===== config.mk =====
export PLATFORM = sky130hd
export DESIGN_NAME = gsa_stats
export DESIGN_NICKNAME = d
export VERILOG_FILES = /design/src/hdl/gsa_pkg.sv /design/src/hdl/gsa_stats.sv
export SDC_FILE = /design/constraint.sdc
export NUM_CORES = 1
export LEC_CHECK = 0
export BUFFER_PORTS_ARGS = -buffer_cell sky130_fd_sc_hd__buf_2
export CAP_MARGIN = 20
export CORE_MARGIN = 5
export CORE_UTILIZATION = 60
export CTS_BUF_LIST = sky130_fd_sc_hd__clkbuf_8 sky130_fd_sc_hd__clkbuf_16
export DETAILED_ROUTE_END_ITERATION = 16
export PLACE_DENSITY_LB_ADDON = 0.25
export RECOVER_POWER = 50
export REMOVE_ABC_BUFFERS = 1
export SLEW_MARGIN = 10
export SYNTH_ARGS = -nofsm -noshare
export SYNTH_HDL_FRONTEND = slang
export SYNTH_SLANG_ARGS = --single-unit
export TNS_END_PERCENT = 100

===== constraint.sdc =====
create_clock -name clk -period 8.9 [get_ports clk]
set_input_delay 0.445 -clock clk [delete_from_list [all_inputs] [get_ports clk]]
set_output_delay 0.445 -clock clk [all_outputs]
set_load 0.02 [all_outputs]

===== src/hdl/gsa_pkg.sv =====
// Shared types, codes and helpers for the generational slot allocator.
`default_nettype none
package gsa_pkg;

  // Request codes
  localparam logic [1:0] REQ_ALLOC    = 2'd0;
  localparam logic [1:0] REQ_VALIDATE = 2'd1;
  localparam logic [1:0] REQ_RELEASE  = 2'd2;

  // Status codes
  localparam logic [1:0] STATUS_OK        = 2'd0;
  localparam logic [1:0] STATUS_EXHAUSTED = 2'd1;
  localparam logic [1:0] STATUS_STALE     = 2'd2;

  // Field widths
  localparam int REQ_W       = 2;
  localparam int OWNER_W     = 16;
  localparam int RELATED_W   = 64;
  localparam int KIND_W      = 3;
  localparam int TOKEN_W     = 32;
  localparam int GEN_W       = 29;
  localparam int OUT_INDEX_W = 10;
  localparam int OUT_OCC_W   = 11;
  localparam int COUNT_W     = 32;

  // Packed stream words
  localparam int IN_DATA_W  = 152;
  localparam int OUT_DATA_W = 232;

  // Kind code 0 marks a free slot; the largest code is stored for kind 6 and 7
  localparam logic [KIND_W-1:0] KIND_FREE = 3'd0;
  localparam logic [KIND_W-1:0] KIND_TOP  = 3'd7;
  localparam logic [GEN_W-1:0]  GEN_FIRST = 29'd1;
  localparam logic [GEN_W-1:0]  GEN_LAST  = {GEN_W{1'b1}};
  localparam logic [COUNT_W-1:0] COUNT_MAX = {COUNT_W{1'b1}};

  // Sequencer states
  typedef enum logic [1:0] {
    ST_IDLE = 2'b01,
    ST_EXEC = 2'b10
  } state_t;

  // Slot payload held in the slot memory beside the free-list link
  typedef struct packed {
    logic [OWNER_W-1:0]   owner;
    logic [RELATED_W-1:0] related;
    logic [GEN_W-1:0]     gen;
    logic [KIND_W-1:0]    kind;
  } slot_t;

  localparam int SLOT_W = $bits(slot_t);

  // Per-request events for the statistics block
  typedef struct packed {
    logic done;
    logic alloc_ok;
    logic release_ok;
    logic exhaust;
    logic stale;
    logic wrap;
  } stats_evt_t;

  function automatic logic [COUNT_W-1:0] sat_inc(input logic [COUNT_W-1:0] v);
    return (v == COUNT_MAX) ? v : v + 1'b1;
  endfunction

endpackage
`default_nettype wire


===== src/hdl/gsa_stats.sv =====
// Occupancy, peak occupancy and saturating event counters.
`default_nettype none
module gsa_stats #(
  parameter int SLOTS = 1024,
  parameter int OCC_W = 11
) (
  input  wire logic                        clk,
  input  wire logic                        rst,
  input  wire gsa_pkg::stats_evt_t         evt,
  output logic [OCC_W-1:0]                 occupancy,
  output logic [OCC_W-1:0]                 peak,
  output logic [gsa_pkg::COUNT_W-1:0]      exhaust_count,
  output logic [gsa_pkg::COUNT_W-1:0]      stale_count,
  output logic [gsa_pkg::COUNT_W-1:0]      wrap_count
);

  logic [OCC_W-1:0] occ_up;

  assign occ_up = occupancy + 1'b1;

  // counters move once per finished request
  always_ff @(posedge clk) begin
    if (rst) begin
      occupancy     <= '0;
      peak          <= '0;
      exhaust_count <= '0;
      stale_count   <= '0;
      wrap_count    <= '0;
    end else if (evt.done) begin
      if (evt.alloc_ok) begin
        occupancy <= occ_up;
        if (occ_up > peak) begin
          peak <= occ_up;
        end
      end
      if (evt.release_ok && (occupancy != '0)) begin
        occupancy <= occupancy - 1'b1;
      end
      if (evt.exhaust) begin
        exhaust_count <= gsa_pkg::sat_inc(exhaust_count);
      end
      if (evt.stale) begin
        stale_count <= gsa_pkg::sat_inc(stale_count);
      end
      if (evt.wrap) begin
        wrap_count <= gsa_pkg::sat_inc(wrap_count);
      end
    end
  end

endmodule
`default_nettype wire


==> results by group, run 1 <==
Logic synthesis
  • Async SR Flop Fraction: 0
  • Fraction of synthesized area in multiplexers: 0.0150
  • Main combinational cell family by area after synthesis: simple AND/OR/NAND/NOR gates
  • Cell taking the most area after synthesis: dfxtp_1
  • Synth Area in XOR/XNOR: 0.0539
  • Cells after Synth: 809
  • Syn Std Cell Area: 6500 µm²
  • Register bit total from synthesis: between 100 and 150
  • Register area share after synthesis: 0.363
  • Top cells by area, synth: dfxtp_1 36%, a21oi_1 6.1%, xnor2_1 4.2%
  • Post-Synth Adder-Cell Area: 0.0308
  • Yosys cell types: 64
  • Synth Flop Type: dfxtp_1
  • Post-synth EDFFs: 0
  • Ys Warns: 0
  • Simple-gate share of the synthesized area: 0.306
  • Mapped Avg Cell Area: between 8 and 9 µm²
  • Synth Area in Compound Gates: 0.187
  • Share of the synthesized area in the top cell type: 0.363

Setup path
  • Setup Crit Path Kind: register to register
  • Crit. End Element: register
  • Cell chain of the critical path: ha_1 -> and4_1 -> nand2_1 -> xnor2_1 -> ha_1 -> a41oi_1 -> o21ai_0 -> a211oi_1 -> nor2_1 -> a211oi_1
  • Crit path depth: 10
  • WP data required: 9.33 ns
  • Cells on worst reg2reg path: 10
  • Slowest CP cell: a211oi_1
  • Buf/Inv on CP: 0
  • RR Startpoint: occupancy[0]$_SDFFE_PP0P_
  • Worst setup SP type: register
  • Crit-path max cell delay: 1.00 ns
  • CP delay by family, top: compound AO/OA/AOI/OAI gates
  • CP arrival: around 4.2 ns
  • Worst Setup SP: occupancy[0]$_SDFFE_PP0P_
  • Crit Path Max Fanout: 10

Die
  • Vert. Die Dim: between 100 and 150 µm
  • # rows: 38
  • Die ar.: around 13000 µm²
  • Die Width: around 110 µm
  • IO Count: ~130
  • Core area: ~11000 µm²
  • Initial core utilization: 0.605

Hold path
  • Worst hold path type: primary input to register
  • Hold_sp: evt[0]
  • Hold-critical path depth: 4

Place
  • Port buffer count: ~130
  • Placed Cells: just over 1000
  • Routability cong.: around 0.89
  • Hpwl dp: 11900 µm
  • Placed Area: ~7100 µm²

Route
  • Via/cell ratio: roughly 6.3
  • Detailed-route via count: 6688
  • Residual DRC: 0
  • DR iter-0 viols: 590
  • Drt total wl: roughly 17000 µm
  • First drt pass iteration count: 5
  • Avg WL per Cell: between 15 and 20 µm
  • Antenna viol nets, final: 0

GRT
  • Gr usage total: 0.266
  • Number of global-route vias before repair: 6126
  • Initial antenna violation count: 0
  • Largest net degree at the start of global routing: 76
  • Total gr overflow: 0
  • First-pass GRT wire length: ~29000 µm

Power
  • Cell Pwr Density: between 200 and 250 nW/µm²
  • Max VDD drop: between 0.2 and 0.25 mV
  • Leakage: 2.37 nW

Finish
  • Layout cells sized above 1: 0.0679
  • Most frequent cells in the layout: 118 x dfxtp_1, 118 x clkbuf_1, 79 x a21oi_1, 56 x nand2_1, 55 x nor2_1
  • Post-layout net count: 939
  • Filler-free cell count of the finished design: around 1100
  • Final instance area: roughly 7500 µm²
  • Synth-to-layout area growth: 16.0%
  • ANT cells: 0

CTS
  • Clk buf depth: 2
  • CTS sink cnt: 118
  • Number of CTS-inserted buffers: 17
  • H-tree depth: 4
  • TritonCTS clock tree: built
  • Clock latency on the worst-skew pair: around 0.53 ns
  • Reg clk slew, reported paths: about 0.06 ns
  • Hold buffer count at CTS: 0
  • Post-CTS Setup Bufs: 0
  • Post-CTS sizing: 0
  • Root Driver: clkbuf_8

STA
  • Hold Violations, Final: 0
  • Fin crit period: about 3.8 ns
  • Final Setup Violations: 0
  • RSZ-0062 raised after global routing: no
  • Period utilisation layout: 0.424
  • Final setup TNS: 0 ns
  • Max Clock Freq: between 0.2 and 0.3 GHz
  • Rel. slew slack: 0.222
  • Fin Clk Skew: between 0.01 and 0.015 ns
  • Worst Max-Slew Pin Slew: 1.16 ns
  • Final Max Tran Viols: 0

Run
  • Number of max-cap violations: 0

Outcome
  • Outcome: finished, final reports clean
state kept, by name, summed over array words and instances, names as in the netlist:
name and count:
exhaust_count 32, occupancy 11, peak 11, stale_count 32
wrap_count 32
synthesized netlist by cell type (all sizes together), types with 10 or more instances:
| master | count |
|---|---|
| dfxtp | 118 |
| o21ai | 48 |
| inv | 29 |
| a211oi | 11 |
| or3 | 34 |
| o31ai | 19 |
| nor2 | 55 |
| or4 | 26 |
| and4 | 15 |
| nand4 | 38 |
| a21oi | 79 |
| ha | 16 |
| nor4 | 16 |
| nand3 | 46 |
| nand2 | 56 |
| clkbuf | 32 |
| nor3 | 27 |
| buf | 10 |
| xnor2 | 31 |
final timing paths:
path	end	slack, ns
min reg2reg	wrap_count[18]$_SDFFE_PP0P_	0.50
max	peak[10]$_SDFFE_PP0P_	5.13
min	wrap_count[22]$_SDFFE_PP0P_	0.34
max reg2reg	peak[10]$_SDFFE_PP0P_	5.13
logic make-up after synthesis:
family	count (synthesis)
adder cells (fa/ha/maj)	16
flip-flops	118
AND/OR/NAND/NOR	356
buffers and inverters	71
AO/OA/AOI/OAI	199
multiplexers	9
XOR/XNOR	40
power by group:
part	switching [mW]	internal, mW	total, mW
Combinational	0.348	0.174	0.521
Sequential	0.0493	0.567	0.616
Clock	0.244	0.377	0.622
metal layers:
layer | part of all wire | routed length (µm) | track usage
met2 | 0.49 | 8460 | 0.434
met4 | 0.022 | 386 | 0.108
met1 | 0.42 | 7340 | 0.345
met5 | 0 | 0 | 0
met3 | 0.067 | 1150 | 0.0529
stage by stage:
stage	total power [mW]	utilization	hold slack [ns]	setup slack, ns
2_1_floorplan	0.980	-	0.514	5.82
3_3_place_gp	1.11	0.664	0.476	5.57
3_5_place_dp	1.14	0.665	0.488	5.34
4_1_cts	1.76	0.714	0.316	5.31
5_1_grt	1.84	0.702	0.355	4.98
6_report	1.76	0.702	0.339	5.13
worst reg2reg max path, delay by kind of cell, from the launching register on:
kind / cells / cell delay [ns]
AO/OA/AOI/OAI: 4 / 1.69
adder cells (fa/ha/maj): 2 / 0.62
flip-flops: 1 / 0.52
AND/OR/NAND/NOR: 3 / 0.50
XOR/XNOR: 1 / 0.34
cell type report:
| type | instances | area, µm² |
|---|---|---|
| Clock buffer | 19 | 442 |
| Clock inverter | 13 | 90.1 |
| Fill cell | 889 | 3200 |
| Inverter | 29 | 109 |
| Multi-Input combinational cell | 620 | 3850 |
| Sequential cell | 118 | 2360 |
| Tap cell | 140 | 175 |
| Timing Repair Buffer | 129 | 515 |
(Power assumes the default switching activity.)
==> inputs of run 2 (changes only) <==
--- a/config.mk
+++ b/config.mk
@@ -8,7 +8,7 @@
 export BUFFER_PORTS_ARGS = -buffer_cell sky130_fd_sc_hd__buf_2
 export CAP_MARGIN = 20
 export CORE_MARGIN = 5
-export CORE_UTILIZATION = 60
+export CORE_UTILIZATION = 50
 export CTS_BUF_LIST = sky130_fd_sc_hd__clkbuf_8 sky130_fd_sc_hd__clkbuf_16
 export DETAILED_ROUTE_END_ITERATION = 16
 export PLACE_DENSITY_LB_ADDON = 0.25
==> constraint.sdc (replaced) <==
create_clock -name clk -period 3.2 [get_ports clk]
set_input_delay 0.16 -clock clk [delete_from_list [all_inputs] [get_ports clk]]
set_output_delay 0.16 -clock clk [all_outputs]
set_load 0.02 [all_outputs]
==> results by group, run 2 (synthesis results as in run 1) <==
GRT
  • Initial antenna violation count: 0
  • Number of global-route vias before repair: 5778
  • Total gr overflow: 0
  • Gr usage total: 0.222
  • Largest net degree at the start of global routing: 64
  • First-pass GRT wire length: around 28000 µm

Place
  • Port buffer count: between 100 and 150
  • Dpl ws: 0.0508 ns
  • Hpwl dp: ~12000 µm
  • Routability cong.: between 0.8 and 0.9
  • Placed Area: 7300 µm²
  • Placed Cells: between 1000 and 1500

Route
  • Via/cell ratio: between 5 and 6
  • First drt pass iteration count: 5
  • Residual DRC: 0
  • Avg WL per Cell: around 15 µm
  • Antenna viol nets, final: 0
  • Drt total wl: approximately 17000 µm
  • DR iter-0 viols: 526
  • Detailed-route via count: about 6600

Finish
  • Post-layout net count: between 900 and 1000
  • Layout cells sized above 1: 0.0840
  • Final design utilization: 0.612
  • Top Registers: exhaust_count: 32 flops, stale_count: 32 flops, wrap_count: 32 flops
  • Filler-free cell count of the finished design: roughly 1100
  • Synth-to-layout area growth: 19.4%
  • Most frequent cells in the layout: 118 x dfxtp_1, 118 x clkbuf_1, 79 x a21oi_1, 56 x nand2_1, 55 x nor2_1
  • Fillers: 1220
  • Final instance area: slightly below 8000 µm²

STA
  • Period utilisation layout: 0.906
  • Fin Clk Skew: between 0.009 and 0.01 ns
  • Worst Slack Setup Final: ~0.3 ns
  • Final Max Tran Viols: 0
  • Worst Max-Slew Pin Slew: 0.727 ns
  • Final setup TNS: 0 ns
  • Rel. slew slack: 0.513
  • Max Clock Freq: between 0.3 and 0.4 GHz
  • Hold_ws: between 0.1 and 0.15 ns
  • Hold Violations, Final: 0
  • Final Setup Violations: 0
  • RSZ-0062 raised after global routing: no
  • Fin crit period: 2.90 ns

Power
  • Max VDD drop: 0.847 mV
  • Leakage: approximately 2.5 nW
  • Cell Pwr Density: around 670 nW/µm²
  • Psw: 1.78 mW
  • Gate power share: 0.300
  • Pint: 3.39 mW
  • Switch share: 0.345
  • Overall Power: around 5.2 mW
  • Sequential share of power: 0.330
  • Clock power frac: 0.370

Setup path
  • Setup Crit Path Kind: register to register
  • Crit. End Element: register
  • WP data required: 3.52 ns
  • Crit Path Max Fanout: 11
  • Worst setup SP type: register
  • CP arrival: around 3.2 ns

Die
  • Vert. Die Dim: around 120 µm
  • Die Width: about 120 µm
  • IO Count: 126
  • # rows: 41
  • Core area: between 10000 and 15000 µm²
  • Die ar.: 15400 µm²
  • Initial core utilization: 0.513

CTS
  • TritonCTS clock tree: built
  • Clk buf depth: 2
  • Number of CTS-inserted buffers: 17
  • H-tree depth: 4
  • Root Driver: clkbuf_16
  • CTS sink cnt: between 100 and 150
  • Clock latency on the worst-skew pair: between 0.4 and 0.5 ns
  • Hold buffer count at CTS: 0
  • Reg clk slew, reported paths: about 0.060 ns

Run
  • Number of max-cap violations: 0

Hold path
  • Worst hold path type: primary input to register

Outcome
  • Outcome: finished, final reports clean
==> run 2: cell types whose count changed in the layout (fill, tap and decap cells not counted), moves of 2 or more <==
cell,change
clkinv_2,-3
a211oi_2,+2
buf_4,+12
bufinv_16,+2
a211oi_1,-2
==> run 2: cell type report <==
type                       count  area (µm²)  area share
antenna                        1        2.50    0.000322
multi-input combinational    620        3870       0.499
clock buffer                  19         453      0.0584
clock inverter                13         139      0.0179
tap                          172         215      0.0277
sequential                   118        2360       0.304
inverter                      29         109      0.0140
timing repair buffer         141         611      0.0787
==> run 2: path summary, 6_finish.rpt <==
| check | from | end | slack, ns | depth (start not counted) |
|---|---|---|---|---|
| max | occupancy[1]$_SDFFE_PP0P_ | peak[10]$_SDFFE_PP0P_ | 0.30 | 11 |
| min | evt[4] | occupancy[8]$_SDFFE_PP0P_ | 0.15 | 3 |
| max reg2reg | occupancy[1]$_SDFFE_PP0P_ | peak[10]$_SDFFE_PP0P_ | 0.30 | 11 |
| min reg2reg | wrap_count[9]$_SDFFE_PP0P_ | wrap_count[9]$_SDFFE_PP0P_ | 0.50 | 2 |
==> run 2: critical path, stage by stage (launching register included) <==
cell and delay (ns):
dfxtp_1 0.46, ha_1 0.28, and4_1 0.26, nand3_1 0.10, xor2_1 0.24, inv_1 0.07
ha_1 0.31, nand4_1 0.12, nor2_1 0.09, a41oi_2 0.50, a21oi_1 0.13, a211oi_1 0.26
==> run 2: what timing repair did <==
| item | in CTS | in global routing |
|---|---|---|
| gates resized for setup | 0 | 5 |
| setup endpoints to repair | 0 | 11 |
| buffers inserted | 0 | 0 |
==> run 2: per-layer routing <==
layer | wire [µm] | up-vias | GRT usage
li1 | - | 3277 | -
met1 | 7780 | 3083 | 0.298
met2 | 7710 | 226 | 0.343
met3 | 1310 | 31 | 0.0645
met4 | 304 | 0 | 0.0753
met5 | 0 | - | 0
==> run 2: power groups by stage <==
stage	logic (mW)	clock network (mW)	registers [mW]
final	1.55	1.91	1.71
after global routing	1.71	2.02	1.72
after CTS	1.50	1.93	1.70
after detailed placement	1.49	0	1.73
after global placement	1.46	0	1.72
after floorplan	0.891	0	1.83
